## src/rtl/core/sfrd_pkg.sv

```systemverilog
package sfrd_pkg;

   localparam int BYTE_W = 8;
   localparam int CSR_INDEX_W = 3;
   localparam int STATUS_W = 2;
   localparam logic [BYTE_W-1:0] UNSTUFF_MASK = 8'h20;

   localparam logic [BYTE_W-1:0] FLAG_RESET = 8'h7E;
   localparam logic [BYTE_W-1:0] ESCAPE_RESET = 8'h7D;
   localparam logic [BYTE_W-1:0] ADDRESS_RESET = 8'h03;
   localparam logic [BYTE_W-1:0] INFO_EVEN_RESET = 8'h00;
   localparam logic [BYTE_W-1:0] INFO_ODD_RESET = 8'h40;

   typedef enum logic [CSR_INDEX_W-1:0] {
      CSR_FLAG      = 3'd0,
      CSR_ESCAPE    = 3'd1,
      CSR_ADDRESS   = 3'd2,
      CSR_INFO_EVEN = 3'd3,
      CSR_INFO_ODD  = 3'd4
   } csr_index_type;

   typedef enum logic [STATUS_W-1:0] {
      ST_OK       = 2'd0,
      ST_INFO_OK  = 2'd1,
      ST_BAD_FCS  = 2'd2,
      ST_BAD_CTRL = 2'd3
   } status_type;

   typedef enum logic [5:0] {
      PH_HUNT    = 6'b000001,
      PH_FLAG    = 6'b000010,
      PH_ADDR    = 6'b000100,
      PH_CTRL    = 6'b001000,
      PH_HDR_OK  = 6'b010000,
      PH_PAYLOAD = 6'b100000
   } phase_type;

   typedef struct packed {
      logic [BYTE_W-1:0] flag_byte;
      logic [BYTE_W-1:0] escape_byte;
      logic [BYTE_W-1:0] address_byte;
      logic [BYTE_W-1:0] info_control_even;
      logic [BYTE_W-1:0] info_control_odd;
   } cfg_type;

   typedef struct packed {
      logic [BYTE_W-1:0] data;
      logic              is_flag;
      logic              is_escape;
      logic              is_address;
   } token_type;

endpackage

```

## src/rtl/core/serial_frame_receiver_destuff_top.sv

```systemverilog
// Byte-stuffed frame receiver. Takes one line byte per cycle on req_ unless
// req_stall is high, and returns destuffed payload bytes, one byte behind the
// line, and one end-of-frame report per closed frame on rsp_ (frame_end high,
// control byte in out_byte, status in frame_status). A byte passes a compare
// stage, a two-entry queue and the frame state machine; the sustained rate is
// one byte per cycle while rsp_ is not stalled. A byte from req_ is registered
// in the queue, and the transfer it triggers on rsp_ in the output register.
// Registers on csr_ (flag, escape, address, two info control codes, at indexes
// 0 to 4) are always ready and are to be written only while the block is idle.
module serial_frame_receiver_destuff_top (
   input  logic                          clock,
   input  logic                          reset,
   input  logic                          req_valid,
   output logic                          req_stall,
   input  logic [sfrd_pkg::BYTE_W-1:0]   req_rx_byte,
   output logic                          rsp_valid,
   input  logic                          rsp_stall,
   output logic [sfrd_pkg::BYTE_W-1:0]   rsp_out_byte,
   output logic                          rsp_frame_end,
   output logic [sfrd_pkg::STATUS_W-1:0] rsp_frame_status,
   input  logic                          csr_valid,
   output logic                          csr_ready,
   input  logic [sfrd_pkg::CSR_INDEX_W-1:0] csr_index,
   input  logic [sfrd_pkg::BYTE_W-1:0]   csr_data
);
   import sfrd_pkg::*;

   cfg_type   cfg_ff, cfg_in;
   logic      queue_full;
   logic      push;
   token_type push_token;
   logic      pop;
   logic      head_valid;
   token_type head_token;

   assign csr_ready = 1'b1;

   always_comb begin
      cfg_in = cfg_ff;
      if (csr_valid && csr_ready) begin
         unique case (csr_index_type'(csr_index))
            CSR_FLAG:      cfg_in.flag_byte = csr_data;
            CSR_ESCAPE:    cfg_in.escape_byte = csr_data;
            CSR_ADDRESS:   cfg_in.address_byte = csr_data;
            CSR_INFO_EVEN: cfg_in.info_control_even = csr_data;
            CSR_INFO_ODD:  cfg_in.info_control_odd = csr_data;
            default:       cfg_in = cfg_ff;
         endcase
      end
   end

   always_ff @(posedge clock) begin
      if (reset) begin
         cfg_ff.flag_byte <= FLAG_RESET;
         cfg_ff.escape_byte <= ESCAPE_RESET;
         cfg_ff.address_byte <= ADDRESS_RESET;
         cfg_ff.info_control_even <= INFO_EVEN_RESET;
         cfg_ff.info_control_odd <= INFO_ODD_RESET;
      end else begin
         cfg_ff <= cfg_in;
      end
   end

   sfrd_front u_front (
      .cfg         (cfg_ff),
      .req_valid   (req_valid),
      .req_rx_byte (req_rx_byte),
      .queue_full  (queue_full),
      .req_stall   (req_stall),
      .push        (push),
      .push_token  (push_token)
   );

   sfrd_queue u_queue (
      .clock      (clock),
      .reset      (reset),
      .push       (push),
      .push_token (push_token),
      .pop        (pop),
      .full       (queue_full),
      .head_valid (head_valid),
      .head_token (head_token)
   );

   sfrd_back u_back (
      .clock            (clock),
      .reset            (reset),
      .cfg              (cfg_ff),
      .head_valid       (head_valid),
      .head_token       (head_token),
      .pop              (pop),
      .rsp_stall        (rsp_stall),
      .rsp_valid        (rsp_valid),
      .rsp_out_byte     (rsp_out_byte),
      .rsp_frame_end    (rsp_frame_end),
      .rsp_frame_status (rsp_frame_status)
   );

endmodule

```

## src/rtl/core/sfrd_front.sv

```systemverilog
module sfrd_front (
   input  sfrd_pkg::cfg_type         cfg,
   input  logic                      req_valid,
   input  logic [sfrd_pkg::BYTE_W-1:0] req_rx_byte,
   input  logic                      queue_full,
   output logic                      req_stall,
   output logic                      push,
   output sfrd_pkg::token_type       push_token
);
   import sfrd_pkg::*;

   assign req_stall = queue_full;
   assign push = req_valid && !queue_full;

   always_comb begin
      push_token.data = req_rx_byte;
      push_token.is_flag = (req_rx_byte == cfg.flag_byte);
      push_token.is_escape = (req_rx_byte == cfg.escape_byte);
      push_token.is_address = (req_rx_byte == cfg.address_byte);
   end

endmodule

```

## src/rtl/core/sfrd_queue.sv

```systemverilog
module sfrd_queue (
   input  logic                clock,
   input  logic                reset,
   input  logic                push,
   input  sfrd_pkg::token_type push_token,
   input  logic                pop,
   output logic                full,
   output logic                head_valid,
   output sfrd_pkg::token_type head_token
);
   import sfrd_pkg::*;

   token_type  entry_ff [2];
   logic       wr_ptr_ff, wr_ptr_in;
   logic       rd_ptr_ff, rd_ptr_in;
   logic [1:0] count_ff, count_in;

   assign full = (count_ff == 2'd2);
   assign head_valid = (count_ff != 2'd0);
   assign head_token = entry_ff[rd_ptr_ff];

   always_comb begin
      wr_ptr_in = wr_ptr_ff ^ push;
      rd_ptr_in = rd_ptr_ff ^ pop;
      count_in = count_ff + {1'b0, push} - {1'b0, pop};
   end

   always_ff @(posedge clock) begin
      if (reset) begin
         wr_ptr_ff <= 1'b0;
         rd_ptr_ff <= 1'b0;
         count_ff <= 2'd0;
      end else begin
         wr_ptr_ff <= wr_ptr_in;
         rd_ptr_ff <= rd_ptr_in;
         count_ff <= count_in;
      end
   end

   always_ff @(posedge clock) begin
      if (push) begin
         entry_ff[wr_ptr_ff] <= push_token;
      end
   end

   a_count_bound: assert property (@(posedge clock) disable iff (reset)
      count_ff <= 2'd2)
      else $error("queue count out of range");
   a_no_push_full: assert property (@(posedge clock) disable iff (reset)
      full |-> !push)
      else $error("push into full queue");
   a_no_pop_empty: assert property (@(posedge clock) disable iff (reset)
      pop |-> head_valid)
      else $error("pop from empty queue");

endmodule

```

## src/rtl/core/sfrd_back.sv

```systemverilog
module sfrd_back (
   input  logic                        clock,
   input  logic                        reset,
   input  sfrd_pkg::cfg_type           cfg,
   input  logic                        head_valid,
   input  sfrd_pkg::token_type         head_token,
   output logic                        pop,
   input  logic                        rsp_stall,
   output logic                        rsp_valid,
   output logic [sfrd_pkg::BYTE_W-1:0] rsp_out_byte,
   output logic                        rsp_frame_end,
   output logic [sfrd_pkg::STATUS_W-1:0] rsp_frame_status
);
   import sfrd_pkg::*;

   phase_type           phase_ff, phase_in;
   logic [BYTE_W-1:0]   header_control_ff, header_control_in;
   logic                escape_pending_ff, escape_pending_in;
   logic [BYTE_W-1:0]   held_byte_ff, held_byte_in;
   logic                held_valid_ff, held_valid_in;
   logic [BYTE_W-1:0]   payload_xor_ff, payload_xor_in;
   logic                out_valid_ff, out_valid_in;
   logic [BYTE_W-1:0]   out_byte_ff, out_byte_in;
   logic                out_end_ff, out_end_in;
   status_type          out_status_ff, out_status_in;
   logic                advance;
   logic                emit;
   logic [BYTE_W-1:0]   emit_byte;
   logic                emit_end;
   status_type          emit_status;
   logic [BYTE_W-1:0]   data;
   logic                clear;

   assign advance = !out_valid_ff || !rsp_stall;
   assign pop = head_valid && advance;

   always_comb begin
      phase_in = phase_ff;
      header_control_in = header_control_ff;
      escape_pending_in = escape_pending_ff;
      held_byte_in = held_byte_ff;
      held_valid_in = held_valid_ff;
      payload_xor_in = payload_xor_ff;
      emit = 1'b0;
      emit_byte = header_control_ff;
      emit_end = 1'b1;
      emit_status = ST_OK;
      clear = 1'b0;
      data = escape_pending_ff ? (head_token.data ^ UNSTUFF_MASK) : head_token.data;
      if (pop) begin
         unique case (phase_ff)
            PH_HUNT: begin
               if (head_token.is_flag) begin
                  phase_in = PH_FLAG;
               end
            end
            PH_FLAG: begin
               if (head_token.is_address) begin
                  clear = 1'b1;
                  phase_in = PH_ADDR;
               end else if (!head_token.is_flag) begin
                  phase_in = PH_HUNT;
               end
            end
            PH_ADDR: begin
               if (head_token.is_flag) begin
                  phase_in = PH_FLAG;
               end else begin
                  header_control_in = head_token.data;
                  phase_in = PH_CTRL;
               end
            end
            PH_CTRL: begin
               if (head_token.data == (cfg.address_byte ^ header_control_ff)) begin
                  phase_in = PH_HDR_OK;
               end else if (head_token.is_flag) begin
                  phase_in = PH_FLAG;
               end else begin
                  phase_in = PH_HUNT;
               end
            end
            PH_HDR_OK: begin
               if (head_token.is_flag) begin
                  clear = 1'b1;
                  phase_in = PH_FLAG;
                  emit = 1'b1;
               end else begin
                  phase_in = PH_PAYLOAD;
                  if (head_token.is_escape) begin
                     escape_pending_in = 1'b1;
                  end else begin
                     held_byte_in = head_token.data;
                     held_valid_in = 1'b1;
                  end
               end
            end
            PH_PAYLOAD: begin
               if (head_token.is_flag) begin
                  if (header_control_ff != cfg.info_control_even &&
                      header_control_ff != cfg.info_control_odd) begin
                     emit_status = ST_BAD_CTRL;
                  end else if (held_valid_ff && held_byte_ff == payload_xor_ff) begin
                     emit_status = ST_INFO_OK;
                  end else begin
                     emit_status = ST_BAD_FCS;
                  end
                  clear = 1'b1;
                  phase_in = PH_FLAG;
                  emit = 1'b1;
               end else if (!escape_pending_ff && head_token.is_escape) begin
                  escape_pending_in = 1'b1;
               end else begin
                  escape_pending_in = 1'b0;
                  held_byte_in = data;
                  held_valid_in = 1'b1;
                  if (held_valid_ff) begin
                     payload_xor_in = payload_xor_ff ^ held_byte_ff;
                     emit = 1'b1;
                     emit_byte = held_byte_ff;
                     emit_end = 1'b0;
                  end
               end
            end
            default: begin
               phase_in = PH_HUNT;
            end
         endcase
         if (clear) begin
            escape_pending_in = 1'b0;
            held_byte_in = '0;
            held_valid_in = 1'b0;
            payload_xor_in = '0;
         end
      end
   end

   always_comb begin
      out_valid_in = out_valid_ff;
      out_byte_in = out_byte_ff;
      out_end_in = out_end_ff;
      out_status_in = out_status_ff;
      if (advance) begin
         out_valid_in = emit;
         if (emit) begin
            out_byte_in = emit_byte;
            out_end_in = emit_end;
            out_status_in = emit_status;
         end
      end
   end

   always_ff @(posedge clock) begin
      if (reset) begin
         phase_ff <= PH_HUNT;
         header_control_ff <= '0;
         escape_pending_ff <= 1'b0;
         held_byte_ff <= '0;
         held_valid_ff <= 1'b0;
         payload_xor_ff <= '0;
         out_valid_ff <= 1'b0;
      end else begin
         phase_ff <= phase_in;
         header_control_ff <= header_control_in;
         escape_pending_ff <= escape_pending_in;
         held_byte_ff <= held_byte_in;
         held_valid_ff <= held_valid_in;
         payload_xor_ff <= payload_xor_in;
         out_valid_ff <= out_valid_in;
      end
   end

   always_ff @(posedge clock) begin
      out_byte_ff <= out_byte_in;
      out_end_ff <= out_end_in;
      out_status_ff <= out_status_in;
   end

   assign rsp_valid = out_valid_ff;
   assign rsp_out_byte = out_byte_ff;
   assign rsp_frame_end = out_end_ff;
   assign rsp_frame_status = out_status_ff;

   a_payload_status: assert property (@(posedge clock) disable iff (reset)
      (rsp_valid && !rsp_frame_end) |-> (rsp_frame_status == ST_OK))
      else $error("payload byte with nonzero status");
   a_escape_in_payload: assert property (@(posedge clock) disable iff (reset)
      escape_pending_ff |-> (phase_ff == PH_PAYLOAD))
      else $error("escape pending outside payload");
   a_held_in_payload: assert property (@(posedge clock) disable iff (reset)
      held_valid_ff |-> (phase_ff == PH_PAYLOAD))
      else $error("held byte outside payload");
   a_close_reopens: assert property (@(posedge clock) disable iff (reset)
      (pop && phase_ff == PH_PAYLOAD && head_token.is_flag)
      |=> (phase_ff == PH_FLAG && !held_valid_ff && out_valid_ff && out_end_ff))
      else $error("closing flag did not report and reopen");

endmodule

```

## config.mk

```make
export PLATFORM = sky130hd
export DESIGN_NAME = serial_frame_receiver_destuff_top
export DESIGN_NICKNAME = d
export VERILOG_FILES = /design/src/rtl/core/sfrd_pkg.sv /design/src/rtl/core/serial_frame_receiver_destuff_top.sv /design/src/rtl/core/sfrd_front.sv /design/src/rtl/core/sfrd_queue.sv /design/src/rtl/core/sfrd_back.sv
export SDC_FILE = /design/constraint.sdc
export NUM_CORES = 1
export LEC_CHECK = 0
export ABC_AREA = 1
export BUFFER_PORTS_ARGS = -buffer_cell sky130_fd_sc_hd__buf_4
export CAP_MARGIN = 20
export CORE_UTILIZATION = 55
export CTS_BUF_LIST = sky130_fd_sc_hd__clkbuf_4
export DETAILED_ROUTE_END_ITERATION = 8
export GPL_TIMING_DRIVEN = 0
export PLACE_DENSITY = 0.81
export SLEW_MARGIN = 20
export SYNTH_ARGS = -nofsm -noshare
export SYNTH_HDL_FRONTEND = slang
export SYNTH_SLANG_ARGS = --single-unit
export TNS_END_PERCENT = 50
```

## constraint.sdc

```tcl
create_clock -name clock -period 1.9 [get_ports clock]
set_input_delay 0.285 -clock clock [delete_from_list [all_inputs] [get_ports clock]]
set_output_delay 0.285 -clock clock [all_outputs]
set_load 0.02 [all_outputs]
```

== Word-level counts from Yosys, hierarchy flattened ==
Memory sizes are Yosys's and may differ from the RTL's. A register that Yosys moved wholly into a read port is not among the register bits.
Index checks and enable logic that the tools add are counted.
W data, S select, Z words.

* Register bits: 88
* Memory bits (writable): 22
* Bits of input ports: 24
* Output and inout bits: 14
* Logic and storage cells: 138
* Memories kept: 1

{| class="wikitable"
|+ Memories
! name !! depth !! bits a word !! rd ports !! clocked after memory_dff !! write ports !! line !! RTL
|-
| u_queue.entry_ff || 2 || 11 || 1 || 1 || 1 || sfrd_queue.sv:13 || <nowiki>token_type entry_ff [2];</nowiki>
|}

* $add $sub $neg: 2
* Eq/ne operators: 27
* Mux-type cells: 52
* Bitwise logic cells: 8
* Reductions and logical operators: 30

{| class="wikitable"
|+ Operator list
! cell !! count
|-
| $mux W8 || 15
|-
| $eq A8 B8 Y1 || 5
|-
| $mux W6 || 6
|-
| $pmux W6 S5 || 1
|-
| $mux W1 || 21
|-
| $ne A8 B8 Y1 || 2
|-
| $pmux W8 S2 || 1
|-
| $xor A8 B8 Y8 || 2
|-
| $ne A3 B3 Y1 const B || 5
|-
| $reduce_and A2 Y1 || 6
|-
| $reduce_and A5 Y1 || 2
|-
| $reduce_and A3 Y1 || 3
|-
| $pmux W1 S2 || 4
|-
| $eq A3 B2 Y1 const B || 2
|-
| $eq A6 B1 Y1 const B || 1
|-
| $eq A6 B2 Y1 const B || 1
|-
| $eq A6 B3 Y1 const B || 1
|-
| $eq A6 B4 Y1 const B || 1
|-
| $eq A6 B5 Y1 const B || 1
|-
| $eq A6 B6 Y1 const B || 1
|-
| $mux W2 || 3
|-
| $reduce_and A6 Y1 || 1
|-
| $reduce_bool A2 Y1 || 3
|-
| $logic_and A1 B1 Y1 || 5
|-
| 17 further kinds || 26
|}

== Logic depth before layout (Yosys ltp) ==
Gate-level depths: netlist (run 1).

* Word-level depth: 7
* Mapped depth: 14
* Mapped depth without buffers: 13

== Hierarchy ==
Synthesis (run 1) repeated with hierarchy kept, for this count alone.

* Cell total of the unflattened synthesis: 784
* Area total of the unflattened synthesis: 5,799.3 µm²

{| class="wikitable"
|+ By module, submodules not included
! module !! instances !! cells each !! area each (µm²) !! seq. area each (µm²)
|-
| sfrd_back || 1 || 361 || 2,631.3 || 991.0
|-
| serial_frame_receiver_destuff_top || 1 || 226 || 1,619.1 || 800.8
|-
| sfrd_queue || 1 || 61 || 1,004.7 || 740.7
|-
| sfrd_front || 1 || 136 || 544.3 || 0.0
|}

== Least setup slack after synthesis (run 1) ==
OpenSTA, ideal clock, no wires.

* Path kind: flip-flop to flip-flop
* Start: register u_back.out_valid_ff (netlist: u_back.rsp_valid)
* End: register u_queue.count_ff[1]
* Setup time: 121 ps
* Arrival: 1,717 ps
* Required time: 1,779 ps
* Path slack: 62 ps
* Cell stages (with the launch flop): 10
* Path buffers: 0
* Period minus slack after synthesis: 1,838 ps
* Cells stage by stage: dfxtp_1 > nand2_1 > o21ai_2 > clkinv_1 > ha_1 > inv_1 > ha_1 > xor2_1 > o21ai_0 > a21oi_1

* Cells in the longest elaborated chain, start to end: 4

{| class="wikitable"
|+ Ends and longest elaborated chain
! what !! line !! RTL
|-
| start: declaration || sfrd_back.sv:22 || <nowiki>logic out_valid_ff, out_valid_in;</nowiki>
|-
| start signal: assignment || sfrd_back.sv:168 || <nowiki>out_valid_ff <= out_valid_in;</nowiki>
|-
| $logic_not A1 Y1 || sfrd_back.sv:34 || <nowiki>assign advance = !out_valid_ff || !rsp_stall;</nowiki>
|-
| $logic_or A1 B1 Y1 || sfrd_back.sv:34 ||
|-
| $logic_and A1 B1 Y1 || sfrd_back.sv:35 || <nowiki>assign pop = head_valid && advance;</nowiki>
|-
| $sub A2 B1 Y2 || sfrd_queue.sv:25 || <nowiki>count_in = count_ff + {1'b0, push} - {1'b0, pop};</nowiki>
|-
| end signal: assignment || sfrd_queue.sv:36 || <nowiki>count_ff <= count_in;</nowiki>
|-
| end: declaration || sfrd_queue.sv:16 || <nowiki>logic [1:0] count_ff, count_in;</nowiki>
|}

No other way between the ends.
A chain may end at the register's enable or synchronous reset.

==> flow_summary.json, run 1 <==
{
  "peakVddDrop_mv": 0.646,
  "critPathMaxFanout": 11,
  "whs_ns": 0.0503,
  "async_flop_share": 0,
  "path_clk_slew_ns": 0.17,
  "grt_remaining_overflow": 0,
  "tritoncts": "built",
  "grt_pass1_vias": 4305,
  "relSlewSlack": 0.415,
  "syn_nets": 699,
  "synth_xor_area_frac": 0.0740,
  "worst_pin_slew_ns": 0.871,
  "drt-vias-per-instance": 5.32,
  "drt-wirelength-per-cell_um": 15.1,
  "status": "finished clean",
  "most-common-layout-cells": "nand2_1 (160), dfxtp_1 (75), inv_1 (68)",
  "layout.cells.most_common": "nand2_1",
  "internal_power_w": 0.00380,
  "swShare": 0.363,
  "switchingPower_w": 0.00216,
  "clock_latency_ns": 0.47,
  "ant_nets": 0,
  "p_per_area_nw_per_um2": 981,
  "dp_hpwl_um": 9650,
  "finalMaxSlewViolations": 0,
  "synth_top_area_share": 0.289,
  "die_w_um": 100,
  "rr_endpoint": "u_back.rsp_out_byte[4]",
  "power_w": 0.00596,
  "critPathLaunchType": "register",
  "synth.distinct_cells": 43,
  "maxCapViolCount": 0,
  "seq_power_share": 0.472,
  "synthesis.area_um2": 5330,
  "first_pass_iters": 5,
  "n_antenna_cell": 0,
  "root_buffer": "clkbuf_4",
  "synth-edff-count": 33,
  "synth_area_leaders": "dfxtp_1 (29%), edfxtp_1 (19%), nand2_1 (11%)",
  "drt_wl_total_um": 13000,
  "synthSimpleGateAreaFrac": 0.245,
  "grt_usage": 0.269,
  "dieArea_um2": 10100,
  "rrSetupSlack_ns": 0.09,
  "power.share.combinational": 0.326,
  "coreArea_um2": 9330,
  "die_h_um": 100,
  "yosysWarnings": 0,
  "synth_flop_cell": "dfxtp_1",
  "cts_htree_levels": 3,
  "ys_seq_area_frac": 0.476,
  "ys_seq_elements": 110,
  "drive_gt1_frac": 0.156,
  "r2r_cells": 9,
  "cp-end-kind": "register",
  "vias": 4572,
  "start_util": 0.571,
  "antenna_found_initial": 0,
  "synth_top_family_by_area": "simple AND/OR/NAND/NOR gates",
  "setup_violations": 0,
  "leakagePower_nw": 2.47,
  "cts_buffers": 9,
  "grt_pass1_wl_um": 20700,
  "synthMuxAreaShare": 0,
  "fmax_mhz": 554,
  "finalCriticalPeriod_ns": 1.81,
  "r2r-start": "u_queue.rd_ptr_ff",
  "hold_path_depth": 1,
  "syn_inst": 671,
  "drc": 0,
  "nNetsFinal": 754,
  "required_ns": 2.08,
  "min_path_type": "primary input to register",
  "pin_count": 38,
  "areaGrowthSynthToFinish_pct": 14.1,
  "grt_max_degree": 18,
  "synth_largest_area_cell": "dfxtp_1",
  "holdCritStartpoint": "req_rx_byte[4]",
  "final_util": 0.651,
  "hold_end": "u_queue.entry_ff[0][7]",
  "crit_type": "register to register",
  "cts_sinks": 110,
  "drtIter0Drc": 318,
  "synth_compound_area_frac": 0.125,
  "cp_data_arrival_time_ns": 1.99,
  "pwr-share-clk": 0.202,
  "timing_hold_violations_final": 0,
  "gp_congestion": 0.866,
  "max-clock-path-buffers": 2,
  "avgSynthCellArea_um2": 7.94,
  "fin_crit_sh": 0.951,
  "io_buffers": 36,
  "rows": 35,
  "clock_skew_ns": 0.0314,
  "yosys.area_share.adder": 0.00940
}
## final cells by class
| class | count | area [um2] |
|---|---|---|
| tap | 129 | 161 |
| buffer | 18 | 98.8 |
| timing repair buffer | 42 | 318 |
| clock inverter | 4 | 48.8 |
| multi-input combinational | 470 | 2520 |
| clock buffer | 12 | 90.1 |
| fill | 787 | 3250 |
| sequential | 110 | 2530 |
| inverter | 75 | 300 |
## power by group through the flow
stage	Combinational, W	Clock, W	Sequential, W
after floorplan	0.00130	0	0.00281
after global placement	0.00165	0	0.00282
after global routing	0.00217	0.00129	0.00284
after detailed placement	0.00171	0	0.00283
after CTS	0.00173	0.00121	0.00279
final	0.00194	0.00120	0.00282
## repair_timing
| item | CTS | global route |
|---|---|---|
| gates cloned | 0 | 2 |
| buffers inserted | 0 | 5 |
| endpoints found under the setup margin | 23 | 50 |
| gates resized for setup | 5 | 33 |
| pin swaps | 0 | 7 |
| hold buffers | 0 | 1 |
| hold endpoints to repair | 0 | 1 |
## through the flow
stage	worst slack, ns	cells	instance area (um2)	TNS, ns
final	0.0936	860	6080	0
after floorplan	0.0616	671	5330	0
after detailed placement	-0.144	836	5760	-1.38
after global routing	-0.0317	860	6080	-0.133
after global placement	-0.0689	836	5760	-0.0689
after CTS	-0.0285	852	5910	-0.0541
## logic make-up after synthesis
logic type / after synthesis
flops: 110
compound gates: 119
xor+xnor: 45
other cells: 1
fa+ha+maj: 4
buf+inv: 93
simple gates: 299
## how the worst max path moves through the flow
stage	start	end	slack [ns]	cells after the start
floorplan	u_back.rsp_valid	u_queue.count_ff[1]	0.06	9
global placement	rsp_stall	u_queue.count_ff[1]	-0.07	10
detailed placement	csr_index[2]	cfg_ff[31]	-0.14	7
CTS	u_queue.rd_ptr_ff	u_back.payload_xor_ff[1]	-0.03	10
global route	u_back.phase_ff[4]	u_back.held_byte_ff[3]	-0.03	10
finish	u_queue.rd_ptr_ff	u_back.rsp_out_byte[4]	0.09	9
## cell usage after synthesis (2+ instances only)
library cell and instances:
inv_1 69, xor2_1 10, nand4_1 16, edfxtp_1 33
nand2_1 163, o21ai_0 56, clkinv_1 2, buf_2 3
nor2_1 61, nor3_1 2, dfxtp_1 77, nand2_2 9
xnor2_1 35, a21oi_1 43, ha_1 4, clkbuf_1 12
a21oi_2 10, nand3_1 39, o21ai_1 2, nand2_4 2
## flip-flops by register name, summed over array words and instances (netlist names)
signal	cells
cfg_ff	40
u_back.escape_pending_ff	1
u_back.rsp_frame_status	2
u_back.held_valid_ff	1
u_back.phase_ff	6
u_back.rsp_out_byte	8
u_queue.count_ff	2
u_queue.wr_ptr_ff	1
u_back.rsp_frame_end	1
u_queue.entry_ff	22
u_back.header_control_ff	8
u_back.held_byte_ff	8
u_back.rsp_valid	1
u_queue.rd_ptr_ff	1
u_back.payload_xor_ff	8
## worst max-delay path, stage by stage (launching register included)
cell        delay, ns
dfxtp_2          0.36
buf_6            0.13
inv_4            0.06
or2_4            0.24
o21ai_4          0.10
inv_4            0.09
nand2_4          0.11
nand2_1          0.08
nand2_2          0.13
clkinvlp_4       0.23
## routing by layer
layer | global-route usage | routed length, um
met1 | 0.338 | 5560
met2 | 0.467 | 6440
met4 | 0.0747 | 200
met5 | 0 | 0
met3 | 0.0571 | 774
Note: power is estimated with default switching activity, not from simulation.
==> inputs of run 2 (changes only) <==
- CELL_PAD_IN_SITES_DETAIL_PLACEMENT: default -> 0
- CELL_PAD_IN_SITES_GLOBAL_PLACEMENT: default -> 2
- CORE_UTILIZATION: 55 -> 37
- PLACE_DENSITY: 0.81 -> 0.88
==> run 2 against run 1 <==
- clock skew fell by 0.015 ns
- worst setup slack got worse by 0.0042 ns
- combinational power barely moved
- worst hold slack gained 0.012 ns
- maximum frequency fell by 0.23%
- sequential power barely moved
- clock power is 5% higher
- count of clock-buffer cells in the layout fell by 2
- sequential share of layout area decreased by 1.2 points
- register-to-register slack barely moved
- first-iteration DRC count is 42% lower
- utilization fell by 20 points
- largest cell class is now multi-input combinational cells
==> flow_summary.json, run 2 (same netlist as run 1, synthesis figures left out) <==
{
  "grt_remaining_overflow": 0,
  "rr_endpoint": "u_back.payload_xor_ff[1]",
  "fmax_mhz": 552,
  "largest_register": "cfg_ff",
  "finalMaxSlewViolations": 0,
  "peakVddDrop_mv": 0.528,
  "cts_sinks": 110,
  "clock_latency_ns": 0.48,
  "grt_pass1_vias": 4205,
  "internal_power_w": 0.00385,
  "drt_wl_total_um": 13900,
  "worst_pin_slew_ns": 0.934,
  "rrSetupSlack_ns": 0.09,
  "coreArea_um2": 13900,
  "dp_hpwl_um": 10600,
  "power.share.combinational": 0.327,
  "maxCapViolCount": 0,
  "dieArea_um2": 14900,
  "leakagePower_nw": 2.52,
  "seq_power_share": 0.466,
  "most-common-layout-cells": "nand2_1 (158), dfxtp_1 (75), inv_1 (68)",
  "reg_top3": "cfg_ff: 40 flops, u_queue.entry_ff: 22 flops",
  "power_w": 0.00604,
  "io_buffers": 36,
  "vias": 4486,
  "drc": 0,
  "drt-wirelength-per-cell_um": 15.1,
  "finalCriticalPeriod_ns": 1.81,
  "die_w_um": 122,
  "drtIter0Drc": 185,
  "hold_path_depth": 3,
  "grt_max_degree": 18,
  "critPathLaunchType": "register",
  "grt_usage": 0.196,
  "critPathMaxFanout": 10,
  "relSlewSlack": 0.373,
  "r2r_cells": 10,
  "root_buffer": "clkbuf_4",
  "rows": 43,
  "first_pass_iters": 5,
  "cp_data_arrival_time_ns": 2.22,
  "path_clk_slew_ns": 0.16,
  "clock_skew_ns": 0.0160,
  "min_path_type": "primary input to register",
  "start_util": 0.382,
  "cp-end-kind": "register",
  "areaGrowthSynthToFinish_pct": 17.6,
  "required_ns": 2.31,
  "drt-vias-per-instance": 4.87,
  "cts_htree_levels": 3,
  "p_per_area_nw_per_um2": 965,
  "pin_count": 38,
  "hold_end": "cfg_ff[35]",
  "gp_congestion": 0.783,
  "grt_pass1_wl_um": 21700,
  "holdCritStartpoint": "csr_data[3]",
  "nNetsFinal": 763,
  "die_h_um": 122,
  "max-clock-path-buffers": 2,
  "antenna_found_initial": 1,
  "tritoncts": "built",
  "final_util": 0.449,
  "setup_violations": 0,
  "ant_nets": 0,
  "rsz0062_at_grt": "yes",
  "pwr-share-clk": 0.208,
  "status": "finished clean",
  "swShare": 0.363,
  "layout.cells.most_common": "nand2_1",
  "crit_type": "register to register",
  "timing_hold_violations_final": 0,
  "drive_gt1_frac": 0.159,
  "fin_crit_sh": 0.953,
  "cts_buffers": 9,
  "switchingPower_w": 0.00219,
  "largest_register_ffs": 40,
  "r2r-start": "u_queue.rd_ptr_ff"
}
[run 2: cell types whose count changed in the layout (fill, tap and decap cells not counted), moves of 2 or more]
cell,before,now
clkbuf_4,12,10
clkinv_2,0,2
dlygate4sd3_1,1,9
inv_6,0,2
nand2_1,160,158
o21ai_0,55,52
o21ai_1,1,4
[run 2: worst max path at each step]
stage / end / slack [ns] / startpoint
global placement: cfg_ff[24] / -0.13 / csr_index[2]
finish: u_back.payload_xor_ff[1] / 0.09 / u_queue.rd_ptr_ff
floorplan: u_queue.count_ff[1] / 0.06 / u_back.rsp_valid
detailed placement: cfg_ff[30] / -0.15 / csr_index[2]
global route: u_back.payload_xor_ff[3] / -0.03 / u_queue.rd_ptr_ff
CTS: u_back.held_byte_ff[0] / -0.007 / u_queue.rd_ptr_ff
[run 2: worst max-delay path, stage by stage, from the launching register on]
cell and delay (ns):
dfxtp_2 0.36, buf_8 0.14, inv_4 0.06, or2_4 0.24
o21ai_4 0.11, inv_4 0.10, nand2_4 0.11, nand2_8 0.09
a21oi_4 0.31, nand2_1 0.09, a21oi_1 0.14
[run 2: power by group through the flow]
stage	Sequential [W]	Clock [W]	Combinational (W)
final	0.00281	0.00126	0.00197
after global routing	0.00284	0.00138	0.00222
after CTS	0.00279	0.00130	0.00183
after detailed placement	0.00283	0	0.00177
after global placement	0.00283	0	0.00174
after floorplan	0.00281	0	0.00130
[run 2: layout make-up]
cell class | count | area [um2]
Buffer | 18 | 105
Clock buffer | 10 | 75.1
Timing Repair Buffer | 50 | 398
Clock inverter | 6 | 75.1
Fill cell | 1439 | 7670
Antenna cell | 1 | 2.50
Inverter | 75 | 300
Tap cell | 180 | 225
Multi-Input combinational cell | 470 | 2540
Sequential cell | 110 | 2530
Timing Repair inverter | 1 | 7.51
[run 2: layer usage]
| metal | vias up | share of wire | GRT usage |
|---|---|---|---|
| met5 | - | 0 | 0 |
| met4 | 0 | 0.017 | 0.0625 |
| met3 | 13 | 0.033 | 0.0431 |
| met2 | 68 | 0.48 | 0.335 |
| met1 | 2086 | 0.47 | 0.244 |
| li1 | 2319 | - | - |
[run 2: per-stage QoR]
stage	cells	setup TNS [ns]	worst slack [ns]	hold WS (ns)	area, um2
floorplan	671	0	0.0616	0.354	5330
global placement	887	-2.15	-0.129	0.456	5820
CTS	904	-0.0286	-0.00732	0.00323	6030
global route	921	-0.0619	-0.0266	0.0166	6260
finish	921	0	0.0894	0.0624	6260
detailed placement	887	-2.65	-0.155	0.458	5820
[run 2: timing repair]
item / CTS / global route
buffers inserted: 0 / 5
hold endpoints to repair: 2 / 16
cloned: 0 / 3
resized for setup: 14 / 32
pin swaps: 0 / 8
endpoints found under the setup margin: 38 / 46
hold buffers: 1 / 8
